`config.mk`:
```
export PLATFORM = sky130hd
export DESIGN_NAME = multitouch_contact_slot_tracker
export DESIGN_NICKNAME = d
export VERILOG_FILES = /design/src/hdl/ctst_pkg.sv /design/src/hdl/ctst_ram.sv /design/src/hdl/ctst_out_buf.sv /design/src/hdl/multitouch_contact_slot_tracker.sv
export SDC_FILE = /design/constraint.sdc
export NUM_CORES = 1
export LEC_CHECK = 0
export BUFFER_PORTS_ARGS = -buffer_cell sky130_fd_sc_hd__clkbuf_2
export CAP_MARGIN = 40
export CELL_PAD_IN_SITES_DETAIL_PLACEMENT = 0
export CELL_PAD_IN_SITES_GLOBAL_PLACEMENT = 1
export CORE_MARGIN = 5
export CORE_UTILIZATION = 54
export CTS_CLUSTER_SIZE = 16
export DETAILED_ROUTE_END_ITERATION = 7
export GPL_ROUTABILITY_DRIVEN = 0
export PLACE_DENSITY_LB_ADDON = 0.1
export SETUP_SLACK_MARGIN = 0.1
export SYNTH_ARGS = -nofsm -noshare
export SYNTH_HDL_FRONTEND = slang
export SYNTH_SLANG_ARGS = --single-unit
```
`constraint.sdc`:
```
create_clock -name clk -period 5.8 [get_ports clk]
set_input_delay 0.29 -clock clk [delete_from_list [all_inputs] [get_ports clk]]
set_output_delay 0.29 -clock clk [all_outputs]
set_load 0.005 [all_outputs]
```
`src/hdl/ctst_pkg.sv`:
```
// Package for the multitouch contact slot tracker.
// Holds the slot count, phase and event codes, slot entry and result types.
// Used by ctst_out_buf and the top level; depends on nothing.
`timescale 1ns / 1ps

package ctst_pkg;

  localparam int NUM_SLOTS   = 8;
  localparam int MAX_RESULTS = 8;
  localparam int SLOT_AW     = (NUM_SLOTS > 1) ? $clog2(NUM_SLOTS) : 1;
  localparam int CNT_W       = $clog2(MAX_RESULTS + 1);
  localparam int IN_TDATA_W  = 48;
  localparam int IN_TUSER_W  = 3;
  localparam int OUT_TDATA_W = 40;
  localparam int OUT_TUSER_W = 2;

  localparam logic CMD_REPORT = 1'b0;
  localparam logic CMD_TICK   = 1'b1;

  typedef enum logic [1:0] {
    PH_NONE,
    PH_DOWN,
    PH_MOVE,
    PH_UP
  } phase_t;

  typedef enum logic [1:0] {
    EV_PRESSED,
    EV_MOVED,
    EV_RELEASED,
    EV_ERROR
  } event_t;

  typedef enum logic [1:0] {
    TK_DOWN,
    TK_MOVE,
    TK_UP,
    TK_UNKNOWN
  } touch_kind_t;

  typedef struct packed {
    phase_t      phase;
    logic [15:0] x;
    logic [15:0] y;
    logic [15:0] contact;
    logic        in_use;
    logic        pending;
  } slot_entry_t;

  localparam int ENTRY_W = $bits(slot_entry_t);

  typedef struct packed {
    logic [2:0]  slot;
    event_t      code;
    logic [15:0] x;
    logic [15:0] y;
  } result_t;

  typedef struct packed {
    logic load;
    logic flush;
    logic err;
  } obuf_ctl_t;

  typedef struct packed {
    logic out_free;
    logic held_valid;
  } obuf_stat_t;

  typedef enum logic [2:0] {
    ST_IDLE,
    ST_READ,
    ST_PROC,
    ST_WRITE,
    ST_ERROR,
    ST_FLUSH
  } seq_state_t;

endpackage

```
`src/hdl/ctst_ram.sv`:
```
// Generic single-port-write, single-port-read RAM with registered read data.
// Width and depth are parameters; no other dependencies.
`timescale 1ns / 1ps

module ctst_ram #(
  parameter int WIDTH = 8,
  parameter int DEPTH = 8
) (
  input  logic                                          clk,
  input  logic                                          we,
  input  logic [((DEPTH > 1) ? $clog2(DEPTH) : 1)-1:0]  waddr,
  input  logic [WIDTH-1:0]                              wdata,
  input  logic                                          re,
  input  logic [((DEPTH > 1) ? $clog2(DEPTH) : 1)-1:0]  raddr,
  output logic [WIDTH-1:0]                              rdata
);

  logic [WIDTH-1:0] mem [DEPTH];

  always_ff @(posedge clk) begin
    if (we) begin
      mem[waddr] <= wdata;
    end
    if (re) begin
      rdata <= mem[raddr];
    end
  end

endmodule

```
`src/hdl/ctst_out_buf.sv`:
```
// Result buffer: one holding stage plus the output register of the result stream.
// The holding stage delays each result until it is known whether it is the last one.
// Depends on ctst_pkg.
`timescale 1ns / 1ps

module ctst_out_buf (
  input  logic                                clk,
  input  logic                                rst,
  input  ctst_pkg::obuf_ctl_t                 ctl,
  input  ctst_pkg::result_t                   res,
  output ctst_pkg::obuf_stat_t                stat,
  output logic                                m_tvalid,
  input  logic                                m_tready,
  // Fields from bit 0: slot_index[2:0], out_x[18:3], out_y[34:19], zero fill.
  output logic [ctst_pkg::OUT_TDATA_W-1:0]    m_tdata,
  // Fields from bit 0: event_code[1:0].
  output logic [ctst_pkg::OUT_TUSER_W-1:0]    m_tuser,
  output logic                                m_tlast
);

  import ctst_pkg::*;

  result_t held;
  logic    held_valid;
  result_t out_res;
  result_t err_res;

  assign err_res = '{slot: 3'd0, code: EV_ERROR, x: 16'd0, y: 16'd0};

  assign stat.out_free   = !m_tvalid || m_tready;
  assign stat.held_valid = held_valid;

  always_ff @(posedge clk) begin
    if (rst) begin
      held_valid <= 1'b0;
      m_tvalid   <= 1'b0;
    end else begin
      if (ctl.load) begin
        held       <= res;
        held_valid <= 1'b1;
      end else if (ctl.flush) begin
        held_valid <= 1'b0;
      end

      if (ctl.load && held_valid) begin
        out_res  <= held;
        m_tlast  <= 1'b0;
        m_tvalid <= 1'b1;
      end else if (ctl.flush) begin
        out_res  <= held;
        m_tlast  <= 1'b1;
        m_tvalid <= 1'b1;
      end else if (ctl.err) begin
        out_res  <= err_res;
        m_tlast  <= 1'b1;
        m_tvalid <= 1'b1;
      end else if (m_tready) begin
        m_tvalid <= 1'b0;
      end
    end
  end

  assign m_tdata = {5'd0, out_res.y, out_res.x, out_res.slot};
  assign m_tuser = out_res.code;

endmodule

```
`src/hdl/multitouch_contact_slot_tracker.sv`:
```
// Top level of the multitouch contact slot tracker: sequencer, slot memory, result buffer.
// Depends on ctst_pkg, ctst_ram and ctst_out_buf.
`timescale 1ns / 1ps

// Slot entries sit in one memory of NUM_SLOTS entries that is read one slot at a time,
// with a read step and a process step per slot. A touch report searches every slot for
// its contact or a free slot and then writes that slot; a report that finds no slot
// writes nothing and returns one error result, waiting while the result stream is held
// back. An unknown touch kind is dropped. A tick writes each slot back after reading it,
// waiting while the result stream is held back, and sends at most MAX_RESULTS results,
// the final one marked by tlast. Per-slot valid flags make every slot read as empty after
// reset, so no clearing pass is needed.
module multitouch_contact_slot_tracker (
  input  logic                                clk,
  input  logic                                rst,
  input  logic                                s_tvalid,
  output logic                                s_tready,
  // Fields from bit 0: pos_x[15:0], pos_y[31:16], contact_id[47:32].
  input  logic [ctst_pkg::IN_TDATA_W-1:0]     s_tdata,
  // Fields from bit 0: command[0], touch_kind[2:1].
  input  logic [ctst_pkg::IN_TUSER_W-1:0]     s_tuser,
  output logic                                m_tvalid,
  input  logic                                m_tready,
  // Fields from bit 0: slot_index[2:0], out_x[18:3], out_y[34:19], zero fill.
  output logic [ctst_pkg::OUT_TDATA_W-1:0]    m_tdata,
  // Fields from bit 0: event_code[1:0].
  output logic [ctst_pkg::OUT_TUSER_W-1:0]    m_tuser,
  output logic                                m_tlast
);

  import ctst_pkg::*;

  seq_state_t state, state_next;

  logic                 cmd;
  touch_kind_t          kind;
  logic [15:0]          pos_x, pos_y, contact_id;
  logic [SLOT_AW-1:0]   idx;
  logic [CNT_W-1:0]     res_cnt;
  logic [NUM_SLOTS-1:0] valid;

  logic               match_hit, free_hit;
  logic [SLOT_AW-1:0] match_idx, free_idx;
  phase_t             match_phase, free_phase;
  logic               match_pend, free_pend;

  logic               ram_we, ram_re;
  logic [SLOT_AW-1:0] ram_waddr;
  logic [ENTRY_W-1:0] ram_wdata, ram_rdata;

  slot_entry_t ent, tick_ent, rep_ent;
  logic        is_last;
  logic        emit, tick_take, tick_go;
  event_t      tick_code;
  result_t     res;

  logic               sel_hit, sel_pend;
  logic [SLOT_AW-1:0] sel_idx;
  phase_t             sel_phase, new_phase;

  obuf_ctl_t  ctl;
  obuf_stat_t stat;

  ctst_ram #(.WIDTH(ENTRY_W), .DEPTH(NUM_SLOTS)) u_slot_ram (
    .clk   (clk),
    .we    (ram_we),
    .waddr (ram_waddr),
    .wdata (ram_wdata),
    .re    (ram_re),
    .raddr (idx),
    .rdata (ram_rdata)
  );

  ctst_out_buf u_out_buf (
    .clk      (clk),
    .rst      (rst),
    .ctl      (ctl),
    .res      (res),
    .stat     (stat),
    .m_tvalid (m_tvalid),
    .m_tready (m_tready),
    .m_tdata  (m_tdata),
    .m_tuser  (m_tuser),
    .m_tlast  (m_tlast)
  );

  assign ent     = valid[idx] ? slot_entry_t'(ram_rdata) : '0;
  assign is_last = (idx == SLOT_AW'(NUM_SLOTS - 1));

  always_comb begin
    tick_ent  = ent;
    emit      = 1'b1;
    tick_code = EV_PRESSED;
    unique case (ent.phase)
      PH_DOWN: begin
        tick_ent.phase   = PH_MOVE;
        tick_ent.pending = 1'b0;
      end
      PH_MOVE: begin
        tick_code        = ent.pending ? EV_PRESSED : EV_MOVED;
        tick_ent.pending = 1'b0;
      end
      PH_UP: begin
        tick_code        = EV_RELEASED;
        tick_ent         = '0;
        tick_ent.pending = ent.pending;
      end
      PH_NONE: begin
        emit = 1'b0;
      end
    endcase
  end

  assign tick_take = emit && (res_cnt < CNT_W'(MAX_RESULTS));
  assign tick_go   = !tick_take || !stat.held_valid || stat.out_free;
  assign res       = '{slot: 3'(idx), code: tick_code, x: ent.x, y: ent.y};

  always_comb begin
    sel_hit   = match_hit || free_hit;
    sel_idx   = match_hit ? match_idx : free_idx;
    sel_phase = match_hit ? match_phase : free_phase;
    sel_pend  = match_hit ? match_pend : free_pend;
    new_phase = phase_t'(kind + 2'd1);
    if (new_phase == PH_DOWN && (sel_phase == PH_DOWN || sel_phase == PH_MOVE)) begin
      new_phase = PH_MOVE;
    end
    rep_ent.phase   = new_phase;
    rep_ent.x       = pos_x;
    rep_ent.y       = pos_y;
    rep_ent.contact = contact_id;
    rep_ent.in_use  = 1'b1;
    rep_ent.pending = (new_phase == PH_DOWN) ? 1'b1 : sel_pend;
  end

  always_comb begin
    state_next = state;
    unique case (state)
      ST_IDLE: begin
        if (s_tvalid && (s_tuser[0] == CMD_TICK ||
                         touch_kind_t'(s_tuser[2:1]) != TK_UNKNOWN)) begin
          state_next = ST_READ;
        end
      end
      ST_READ: state_next = ST_PROC;
      ST_PROC: begin
        if (cmd == CMD_TICK) begin
          if (tick_go) begin
            state_next = is_last ? ST_FLUSH : ST_READ;
          end
        end else begin
          state_next = is_last ? ST_WRITE : ST_READ;
        end
      end
      ST_WRITE: state_next = sel_hit ? ST_IDLE : ST_ERROR;
      ST_ERROR: begin
        if (stat.out_free) begin
          state_next = ST_IDLE;
        end
      end
      ST_FLUSH: begin
        if (!stat.held_valid || stat.out_free) begin
          state_next = ST_IDLE;
        end
      end
      default: state_next = ST_IDLE;
    endcase
  end

  always_comb begin
    s_tready  = (state == ST_IDLE);
    ram_re    = (state == ST_READ);
    ram_we    = 1'b0;
    ram_waddr = idx;
    ram_wdata = tick_ent;
    ctl       = '0;
    unique case (state)
      ST_PROC: begin
        if (cmd == CMD_TICK && tick_go) begin
          ram_we   = 1'b1;
          ctl.load = tick_take;
        end
      end
      ST_WRITE: begin
        ram_we    = sel_hit;
        ram_waddr = sel_idx;
        ram_wdata = rep_ent;
      end
      ST_ERROR: ctl.err   = stat.out_free;
      ST_FLUSH: ctl.flush = stat.held_valid && stat.out_free;
      default: ;
    endcase
  end

  always_ff @(posedge clk) begin
    if (rst) begin
      state   <= ST_IDLE;
      valid   <= '0;
      res_cnt <= '0;
    end else begin
      state <= state_next;
      if (ram_we) begin
        valid[ram_waddr] <= 1'b1;
      end
      if (state == ST_IDLE) begin
        res_cnt <= '0;
      end else if (ctl.load) begin
        res_cnt <= res_cnt + CNT_W'(1);
      end
    end
  end

  always_ff @(posedge clk) begin
    if (state == ST_IDLE) begin
      cmd        <= s_tuser[0];
      kind       <= touch_kind_t'(s_tuser[2:1]);
      pos_x      <= s_tdata[15:0];
      pos_y      <= s_tdata[31:16];
      contact_id <= s_tdata[47:32];
      idx        <= '0;
      match_hit  <= 1'b0;
      free_hit   <= 1'b0;
    end else if (state == ST_PROC) begin
      if (cmd == CMD_REPORT) begin
        if (ent.in_use && ent.contact == contact_id && !match_hit) begin
          match_hit   <= 1'b1;
          match_idx   <= idx;
          match_phase <= ent.phase;
          match_pend  <= ent.pending;
        end
        if (!ent.in_use && !free_hit) begin
          free_hit   <= 1'b1;
          free_idx   <= idx;
          free_phase <= ent.phase;
          free_pend  <= ent.pending;
        end
      end
      if ((cmd == CMD_REPORT || tick_go) && !is_last) begin
        idx <= idx + SLOT_AW'(1);
      end
    end
  end

  a_idle_no_held : assert property (@(posedge clk) disable iff (rst)
    (state == ST_IDLE) |-> !stat.held_valid)
    else $error("result held while sequencer idle");

  a_cnt_bound : assert property (@(posedge clk) disable iff (rst)
    res_cnt <= CNT_W'(MAX_RESULTS))
    else $error("result count beyond limit");

  a_err_last : assert property (@(posedge clk) disable iff (rst)
    (m_tvalid && m_tuser == EV_ERROR) |-> (m_tlast && m_tdata[2:0] == 3'd0))
    else $error("error result not final or not slot zero");

  a_we_state : assert property (@(posedge clk) disable iff (rst)
    ram_we |-> (state == ST_PROC || state == ST_WRITE))
    else $error("slot memory written outside a scan or write step");

endmodule
```
==> run summary, run 1 <==
Status -> finished clean
Post_cts resized -> 0
Commonest non-fill, non-tap cells in the layout -> 606 x edfxtp_1, 106 x mux4_2, 94 x clkbuf_2
Slew headroom -> 38.6%
Vias per cell -> 5.69
Clock Pin Slew Worst Setup and Hold Paths -> 0.06 ns
Post-synth cell types -> 50
Fin util -> 63.8%
Layout cells sized above 1 -> 29.0%
Crit path largest cell delay -> 0.75 ns
Routed WL per cell -> 23.5 µm
Tcrit/Tclk final -> 78.2%
Rows -> 77
HPWL Detailed -> 26.1 mm
Max clock buf depth -> 3
Worst hold slack -> 0.126 ns
Largest net degree at the start of global routing -> 49
Syn Inst Count -> 1141
Crit path launch -> idx[2]
Die X -> 220 µm
Power per cell area -> 352 mW/mm²
Congestion Overflow GR -> 0
DRT Pass-1 Iters -> 5
Core footprint -> 0.0439 mm²
Setup-violating endpoint count in the final report -> 0
Max Cap Violations -> 0
Initial antenna violation count -> 1
Worst reg2reg setup slack -> 1.27 ns
Worst setup EP type -> flip-flop
Max IR drop VDD -> 0.273 mV
Slew Viols, Final -> 0
Htree depth -> 2
Die ar. -> 0.0484 mm²
Max Clock Freq -> 221 MHz
Worst-Skew Late Latency -> 0.63 ns
Seq/Total Area, Yosys -> 78.3%
RSZ-0062 raised after global routing -> no
Num CTS Buffers -> 61
Skew final -> 0.0182 ns
Initial Utilization -> 54.2%
Placed Instances -> 1806
Multi-input gate area -> 0.00503 mm²
Crit path kind -> reg -> reg
Port Buf Inserts -> 94
Hold Crit Start -> m_tready
Pre-CTS setup slack -> 1.23 ns
Crit start category -> flip-flop
Final setup TNS -> 0 ns
Critical path's slowest cell -> nor4b_1
Worst-Margin Slew -> 0.914 ns
Final hold vios -> 0
Mapped Area -> 0.0238 mm²
HP Class -> in -> reg
Vias in the first global route -> 11700
Vert. Die Dim -> 220 µm
Ys flop type -> edfxtp_1
Routed Antenna Nets -> 0
Iteration-0 DRC Markers -> 904
WL final -> 46.4 mm
Yosys reg bits -> 628
All-Layer GR Usage -> 19.7%
IO Count -> 100
CTS root buffer -> clkbuf_16
CTS tree -> built
Ys Warns -> 0
Nets -> 1390
First-pass GRT wire length -> 71.1 mm
Critical-path maximum fanout -> 44
Total number of vias -> 11200
Avg Inst Size Synth -> 20.9 µm²
Critical Path RT -> 6.16 ns
Worst path arrival time -> 4.90 ns
Most common cell after layout, fill and taps aside -> edfxtp_1
Final worst slack -> 1.27 ns
Crit path cell chain -> mux4_2 -> mux2_4 -> nand2_1 -> ha_1 -> nor4b_1 -> nor2_1 -> a22oi_1 -> nor2_4 -> buf_4 -> buf_12
Fillers -> 3033
Leakage -> 9.22 nW
FFs w/ async S/R, synth -> 0%
Sequential cell area -> 0.0186 mm²
Post-synth EDFFs -> 606
Minimum clock period -> 4.53 ns
Drt drc -> 0
Final non-filler cell total -> 1972
Reg-to-Reg Start -> idx[2]
TritonCTS Sinks -> 628
P&R area growth vs syn -> 17.7%
## Yosys cell counts (all sizes together), types with 2 or more instances
cell	count	area share [%]
edfxtp	606	76
mux4	106	10
and2	70	1.8
mux2	53	2.5
a22o	47	1.7
clkbuf	44	0.69
nor2	44	0.69
dfxtp	22	1.8
nand2	16	0.25
a21oi	15	0.32
buf	15	0.38
xor2	12	0.44
nor3	9	0.19
mux2i	8	0.34
ha	7	0.37
inv	6	0.095
nand2b	6	0.16
nor2b	5	0.13
o21ai	5	0.11
xnor2	5	0.18
a221oi	4	0.17
nand3	4	0.084
nor4	3	0.079
a21o	2	0.063
a22oi	2	0.063
a31oi	2	0.053
and3	2	0.053
nand3b	2	0.063
nor3b	2	0.063
or3	2	0.053
## through the flow
step	power [mW]	area, µm²
final	9.87	28000
after global routing	10.2	28000
after CTS	9.97	28000
after detailed placement	5.82	25400
after global placement	5.79	25100
after floorplan	5.62	23800
## logic make-up (layout without fill, tap and decap cells)
logic type,Yosys count,count (layout),synth area share [%]
flip-flops,628,628,78.3
AND/OR/NAND/NOR,169,169,3.79
multiplexers,167,167,12.9
AO/OA/AOI/OAI,87,87,2.90
buffers and inverters,65,299,1.17
XOR/XNOR,17,17,0.625
adder cells (fa/ha/maj),7,7,0.368
other,1,6,0.0157
## repair_timing
action,4_1_cts,5_1_grt
hold buffers,51,0
endpoints found under the hold margin,51,0
buffers inserted,0,0
## sequential cells by signal (all words and copies together), names as in the netlist, 2 cells and up
signal	count
match_idx	3
u_out_buf.m_tuser	2
kind	2
u_out_buf.held	37
idx	3
contact_id	16
pos_x	16
res_cnt	4
free_phase	2
match_phase	2
state	3
free_idx	3
valid	8
u_out_buf.m_tdata	35
u_slot_ram.mem	416
u_slot_ram.rdata	52
pos_y	16
## critical path: cells and delay by family, from the launching register on
| kind | cells | cell delay, ns |
|---|---|---|
| and+or+nand+nor | 4 | 1.16 |
| muxes | 2 | 0.87 |
| AOI/OAI and AO/OA | 1 | 0.74 |
| DFF | 1 | 0.64 |
| buffers and inverters | 2 | 0.54 |
| adders and majority gates | 1 | 0.28 |
## cell type report
class / count / area share [%]
Tap cell: 592 / 2.64
Inverter: 6 / 0.0804
Sequential cell: 628 / 66.5
Multi-Input combinational cell: 452 / 17.9
Clock inverter: 44 / 2.00
Antenna cell: 1 / 0.00893
Clock buffer: 70 / 5.57
Timing Repair Buffer: 179 / 5.23
## per-layer routing
metal | up-vias | part of all wire, % | GRT usage (%)
li1 | 5009 | - | -
met1 | 5896 | 43 | 27.7
met2 | 249 | 51 | 33.2
met3 | 62 | 5.1 | 3.38
met4 | 0 | 1.6 | 4.22
met5 | - | 0 | 0
## final timing paths
check / to / cells past startpoint
worst max-delay path: u_slot_ram.mem[0][24] / 10
worst min-delay path: u_out_buf.m_tvalid / 3
worst max register to register: u_slot_ram.mem[0][24] / 10
worst min register to register: valid[6] / 2
## power by group
group / leakage, nW / switching, mW / internal [mW]
clock network: 1.02 / 1.67 / 2.47
registers: 5.87 / 0.0604 / 5.14
logic: 2.34 / 0.305 / 0.231
total: 9.22 / 2.03 / 7.83
Note: power is estimated with default switching activity, not from simulation.
==> run 2, diff against run 1 <==
==> constraint.sdc (replaced) <==
create_clock -name clk -period 4.3 [get_ports clk]
set_input_delay 0.215 -clock clk [delete_from_list [all_inputs] [get_ports clk]]
set_output_delay 0.215 -clock clk [all_outputs]
set_load 0.005 [all_outputs]
==> run 2 against run 1 <==
- power rose by 33%
- wire length rose by 1.4%
- combinational power rose by 33%
- sequential power rose by 35%
- sequential share of layout area rose by 0.25 points
- maximum frequency rose by 34%
- cell area fell by 0.38%
- critical path depth rose by 1
- cell count rose by 0.20%
- register-to-register slack got worse by 0.35 ns
- utilization fell by 0.24 points
- highest routed layer unchanged
==> run summary, run 2 (synthesized netlist as in run 1, its figures left out) <==
Status -> finished clean
Initial antenna violation count -> 0
Slew headroom -> 37.8%
Setup-violating endpoint count in the final report -> 0
Leakage -> 9.19 nW
Critical Path RT -> 4.56 ns
Crit path largest cell delay -> 0.51 ns
Final setup TNS -> 0 ns
Most common cell after layout, fill and taps aside -> edfxtp_1
Port Buf Inserts -> 94
Vias in the first global route -> 11700
Slew Viols, Final -> 0
Worst setup EP type -> flip-flop
Clock Pin Slew Worst Setup and Hold Paths -> 0.06 ns
Layout cells sized above 1 -> 28.4%
Minimum clock period -> 3.39 ns
Num CTS Buffers -> 67
Max clock buf depth -> 3
FF-to-FF End -> u_slot_ram.mem[0][25]
Worst path arrival time -> 3.65 ns
TritonCTS Sinks -> 628
Biggest registers after layout -> u_slot_ram.mem: 416 flops, u_slot_ram.rdata: 52 flops, u_out_buf.held: 37 flops
Critical-path maximum fanout -> 27
IO Count -> 100
Crit path kind -> reg -> reg
R2r worst-path depth -> 11
CTS root buffer -> clkbuf_16
Max FFs per register -> 416
HP Class -> in -> reg
HPWL Detailed -> 26.3 mm
Initial Utilization -> 54.2%
# diodes -> 0
Routed Antenna Nets -> 0
Pre-CTS setup slack -> 0.890 ns
All-Layer GR Usage -> 20.0%
Iteration-0 DRC Markers -> 796
Hold Crit Start -> s_tvalid
CP bufs+invs -> 3
Tcrit/Tclk final -> 78.8%
Htree depth -> 3
Worst-Margin Slew -> 0.934 ns
Max Cap Violations -> 0
Largest net degree at the start of global routing -> 111
Fillers -> 3091
WL final -> 47.1 mm
Final worst slack -> 0.912 ns
Critical path's slowest cell -> mux4_2
Max Clock Freq -> 295 MHz
Die ar. -> 0.0484 mm²
Final hold vios -> 0
Crit path cell chain -> mux4_2 -> mux2_4 -> nand2_1 -> ha_1 -> nor4b_1 -> nor2_1 -> a22oi_1 -> buf_4 -> nor2_4 -> buf_16 -> buf_12
Worst reg2reg setup slack -> 0.91 ns
Total number of vias -> 11200
Congestion Overflow GR -> 0
CTS tree -> built
Cts hold-fix bufs -> 51
Post_cts resized -> 0
Die X -> 220 µm
DRT Pass-1 Iters -> 5
Commonest non-fill, non-tap cells in the layout -> 606 x edfxtp_1, 106 x mux4_2, 94 x clkbuf_2
Rows -> 77
Worst-Skew Late Latency -> 0.58 ns
RSZ-0062 raised after global routing -> no
Drt drc -> 0
Hold depth -> 4
Crit-path leading delay family -> simple AND/OR/NAND/NOR gates
Reg-to-Reg Start -> idx[0]
Setup Fix Bufs, Post-CTS -> 0
Crit start category -> flip-flop
Nets -> 1396
Core footprint -> 0.0439 mm²
Vias per cell -> 5.69
Worst Hold End -> state[2]
Skew final -> 0.0118 ns
Most flops, register -> u_slot_ram.mem
First-pass GRT wire length -> 71.3 mm
Max IR drop VDD -> 0.350 mV
Vert. Die Dim -> 220 µm
Power per cell area -> 470 mW/mm²
Routed WL per cell -> 23.8 µm
P&R area growth vs syn -> 17.2%
run 2: cell count changes in the layout (fill, tap and decap cells not counted), moves of 3 or more:
cell / before / now
clkbuf_1: 9 / 17
clkbuf_16: 61 / 71
clkinv_1: 11 / 15
bufinv_16: 12 / 2
clkinv_4: 3 / 0
buf_16: 5 / 2
run 2: how the worst max path moves through the flow:
stage / endpoint / slack (ns) / cells after the start / startpoint
finish: u_slot_ram.mem[0][25] / 0.91 / 11 / idx[0]
floorplan: u_slot_ram.mem[7][0] / -0.59 / 10 / idx[0]
CTS: u_slot_ram.mem[0][25] / 0.87 / 11 / idx[0]
global route: u_slot_ram.mem[0][25] / 0.72 / 11 / idx[0]
detailed placement: u_slot_ram.mem[0][24] / 0.89 / 11 / idx[0]
global placement: u_slot_ram.mem[2][23] / 0.73 / 10 / idx[0]
run 2: where the power goes:
part / leakage [nW] / internal (mW) / switching, mW
Clock: 0.994 / 3.16 / 2.22
Combinational: 2.33 / 0.302 / 0.412
Sequential: 5.87 / 6.93 / 0.0808
Total: 9.19 / 10.4 / 2.71
run 2: per-layer routing:
metal | GRT usage (%) | wire length (µm) | part of all wire (%)
met4 | 5.22 | 1030 | 2.2
met3 | 3.83 | 2160 | 4.6
met1 | 27.6 | 20000 | 42
met5 | 0 | 0 | 0
met2 | 33.4 | 23900 | 51
run 2: tightest hold or removal path, delay by kind of cell:
| family | cells | cell delay [ns] |
|---|---|---|
| and+or+nand+nor | 1 | 0.15 |
| buffers and inverters | 1 | 0.08 |
| AOI/OAI and AO/OA | 2 | 0.14 |
run 2: layout make-up:
class / count / area (µm²) / area share (%)
repair buffers: 179 / 1430 / 5.11
clock inverters: 29 / 190 / 0.681
flip-flops and latches: 628 / 18600 / 66.8
multi-input cells: 452 / 5020 / 18.0
clock buffers: 90 / 1870 / 6.69
inverters: 6 / 22.5 / 0.0807
well taps: 592 / 741 / 2.65
run 2: metrics by stage:
stage	hold slack, ns	instance area (µm²)	std cells	util (%)	total power, mW
3_5_place_dp	0.394	25300	1806	57.7	7.83
6_report	0.0512	27900	1976	63.5	13.1
5_1_grt	0.0512	27900	1976	63.5	13.6
4_1_cts	0.0158	27900	1976	63.5	13.2
2_1_floorplan	0.314	23800	1145	-	7.58
3_3_place_gp	0.392	25300	1803	57.5	7.82
==> run 3, diff against run 2 <==
--- a/config.mk
+++ b/config.mk
@@ -10,7 +10,7 @@
 export CELL_PAD_IN_SITES_DETAIL_PLACEMENT = 0
 export CELL_PAD_IN_SITES_GLOBAL_PLACEMENT = 1
 export CORE_MARGIN = 5
-export CORE_UTILIZATION = 54
+export CORE_UTILIZATION = 49
 export CTS_CLUSTER_SIZE = 16
 export DETAILED_ROUTE_END_ITERATION = 7
 export GPL_ROUTABILITY_DRIVEN = 0
==> constraint.sdc (replaced) <==
create_clock -name clk -period 2.8 [get_ports clk]
set_input_delay 0.14 -clock clk [delete_from_list [all_inputs] [get_ports clk]]
set_output_delay 0.14 -clock clk [all_outputs]
set_load 0.005 [all_outputs]
==> run 3 against run 2 <==
- utilization decreased by 0.56 points
- worst hold slack improved by 0.015 ns
- clock power increased by 56%
- non-clock buffer count increased by 96
- via count increased by 5.0%
- sequential power increased by 54%
- largest power group unchanged
- the run now ends with negative setup slack left
- clock-buffer cell count increased by 2
- register-to-register slack got worse by 0.95 ns
- global-route usage decreased by 0.57 points
- sequential share of layout area decreased by 5.0 points
- clock skew increased by 0.0072 ns
- cell count increased by 6.1%
==> run summary, run 3 (synthesized netlist as in run 1, its figures left out) <==
Final non-filler cell total -> 2096
Worst reg2reg setup slack -> -0.04 ns
Max Clock Freq -> 353 MHz
HPWL Detailed -> 27.1 mm
Placed Instances -> 1851
Final worst slack -> -0.0359 ns
Crit start category -> flip-flop
Routed WL per cell -> 26.4 µm
Congestion Overflow GR -> 0
First-pass GRT wire length -> 77.0 mm
Leakage -> 10.3 nW
Vias per cell -> 5.63
Critical Path RT -> 3.08 ns
Power per cell area -> 677 mW/mm²
Most flops, register -> u_slot_ram.mem
WL final -> 55.3 mm
Die ar. -> 0.0531 mm²
Tcrit/Tclk final -> 101%
Tot Pwr -> 20.5 mW
CTS tree -> built
Most common cell after layout, fill and taps aside -> edfxtp_1
DRT Pass-1 Iters -> 5
Reg-to-Reg Start -> idx[0]
Slew Viols, Final -> 0
Status -> finished, violations left
HP Class -> in -> reg
Fillers -> 3274
Vert. Die Dim -> 230 µm
Max clock buf depth -> 3
Pre-CTS setup slack -> -0.0347 ns
Final hold vios -> 0
Worst setup EP type -> flip-flop
Initial Utilization -> 49.7%
Rows -> 80
Slew headroom -> 32.6%
Num CTS Buffers -> 68
Die X -> 230 µm
Commonest non-fill, non-tap cells in the layout -> 606 x edfxtp_1, 106 x mux4_2, 95 x clkbuf_16
Critical-path maximum fanout -> 18
Initial antenna violation count -> 0
Worst Hold End -> valid[0]
Worst path arrival time -> 3.12 ns
Hold depth -> 2
IO Count -> 100
Biggest registers after layout -> u_slot_ram.mem: 416 flops, u_slot_ram.rdata: 52 flops, u_out_buf.held: 37 flops
Port Buf Inserts -> 94
Failing checks -> negative setup slack
Max IR drop VDD -> 0.504 mV
Vias in the first global route -> 12200
CTS root buffer -> clkbuf_16
TritonCTS Sinks -> 628
Htree depth -> 3
Nets -> 1493
Iteration-0 DRC Markers -> 1068
Final setup TNS -> -0.938 ns
Max Cap Violations -> 0
Minimum clock period -> 2.84 ns
Skew final -> 0.0190 ns
Core footprint -> 0.0479 mm²
Setup-violating endpoint count in the final report -> 41
RSZ-0062 raised after global routing -> yes
Worst hold slack -> 0.0666 ns
Routed Antenna Nets -> 0
# diodes -> 0
Layout cells sized above 1 -> 38.4%
All-Layer GR Usage -> 19.4%
R2r worst-path depth -> 11
FF-to-FF End -> u_out_buf.held[26]
Hold Crit Start -> rst
Max FFs per register -> 416
P&R area growth vs syn -> 26.8%
Worst-Margin Slew -> 1.01 ns
Drt drc -> 0
Total number of vias -> 11800
Largest net degree at the start of global routing -> 110
Clock Pin Slew Worst Setup and Hold Paths -> 0.06 ns
Crit path kind -> reg -> reg
Worst-Skew Late Latency -> 0.59 ns
run 3: cell types whose count changed in the layout (fill, tap and decap cells not counted), moves of 6 or more:
| cell | previous run | this run |
|---|---|---|
| buf_4 | 20 | 38 |
| a22o_2 | 0 | 8 |
| and2_1 | 70 | 53 |
| a22o_4 | 0 | 38 |
| clkbuf_16 | 71 | 95 |
| buf_8 | 0 | 9 |
| a22o_1 | 47 | 1 |
| and2_4 | 0 | 17 |
| buf_16 | 2 | 8 |
| buf_12 | 12 | 39 |
| buf_6 | 0 | 12 |
run 3: per-layer routing:
layer,vias to the layer above,global-route usage [%],wire length [µm]
met5,-,0,0
met2,261,31.7,27700
met1,6223,27.8,24400
met3,77,3.45,2220
li1,5239,-,-
met4,0,4.60,988
run 3: stage by stage:
stage / cell area, µm² / utilization, %
2_1_floorplan: 24100 / -
3_3_place_gp: 25900 / 53.9
3_5_place_dp: 25900 / 53.9
4_1_cts: 29000 / 60.4
5_1_grt: 30200 / 63.0
6_report: 30200 / 63.0
run 3: final cells by class:
cell class	count	area, µm²	area share (%)
sequential	628	18600	61.7
multi-input combinational	452	5550	18.4
timing repair buffer	275	3130	10.4
clock buffer	92	1900	6.28
tap	615	769	2.55
clock inverter	28	188	0.621
inverter	6	22.5	0.0746
run 3: power breakdown:
group / internal [mW] / switching, mW / total (mW)
clock: 4.93 / 3.45 / 8.38
sequential: 10.6 / 0.158 / 10.8
combinational: 0.585 / 0.692 / 1.28
total: 16.2 / 4.30 / 20.5
run 3: critical path: stages, from the launching register on:
cell and delay [ns]:
dfxtp_4 0.37, mux4_2 0.50, mux2_4 0.31, nand2_4 0.08
ha_4 0.15, nor4b_4 0.05, nand2b_4 0.16, or3_4 0.36
buf_6 0.14, nor2_4 0.09, buf_12 0.15, buf_12 0.16
run 3: what timing repair did:
action,4_1_cts,5_1_grt
pin swaps,13,23
endpoints found under the setup margin,437,782
setup buffers,20,22
gates cloned,5,30
hold buffers,52,0
endpoints found under the hold margin,52,0
resized for setup,38,94
run 3: worst max path at each step:
stage | from | endpoint | slack, ns | cells after the start
floorplan | idx[0] | u_slot_ram.mem[1][0] | -0.50 | 10
global placement | idx[0] | u_slot_ram.mem[1][27] | 0.004 | 9
detailed placement | idx[0] | u_out_buf.m_tuser[0] | -0.03 | 10
CTS | idx[0] | u_out_buf.m_tuser[0] | 0.001 | 11
global route | idx[0] | u_out_buf.held[24] | -0.10 | 11
finish | idx[0] | u_out_buf.held[26] | -0.04 | 11
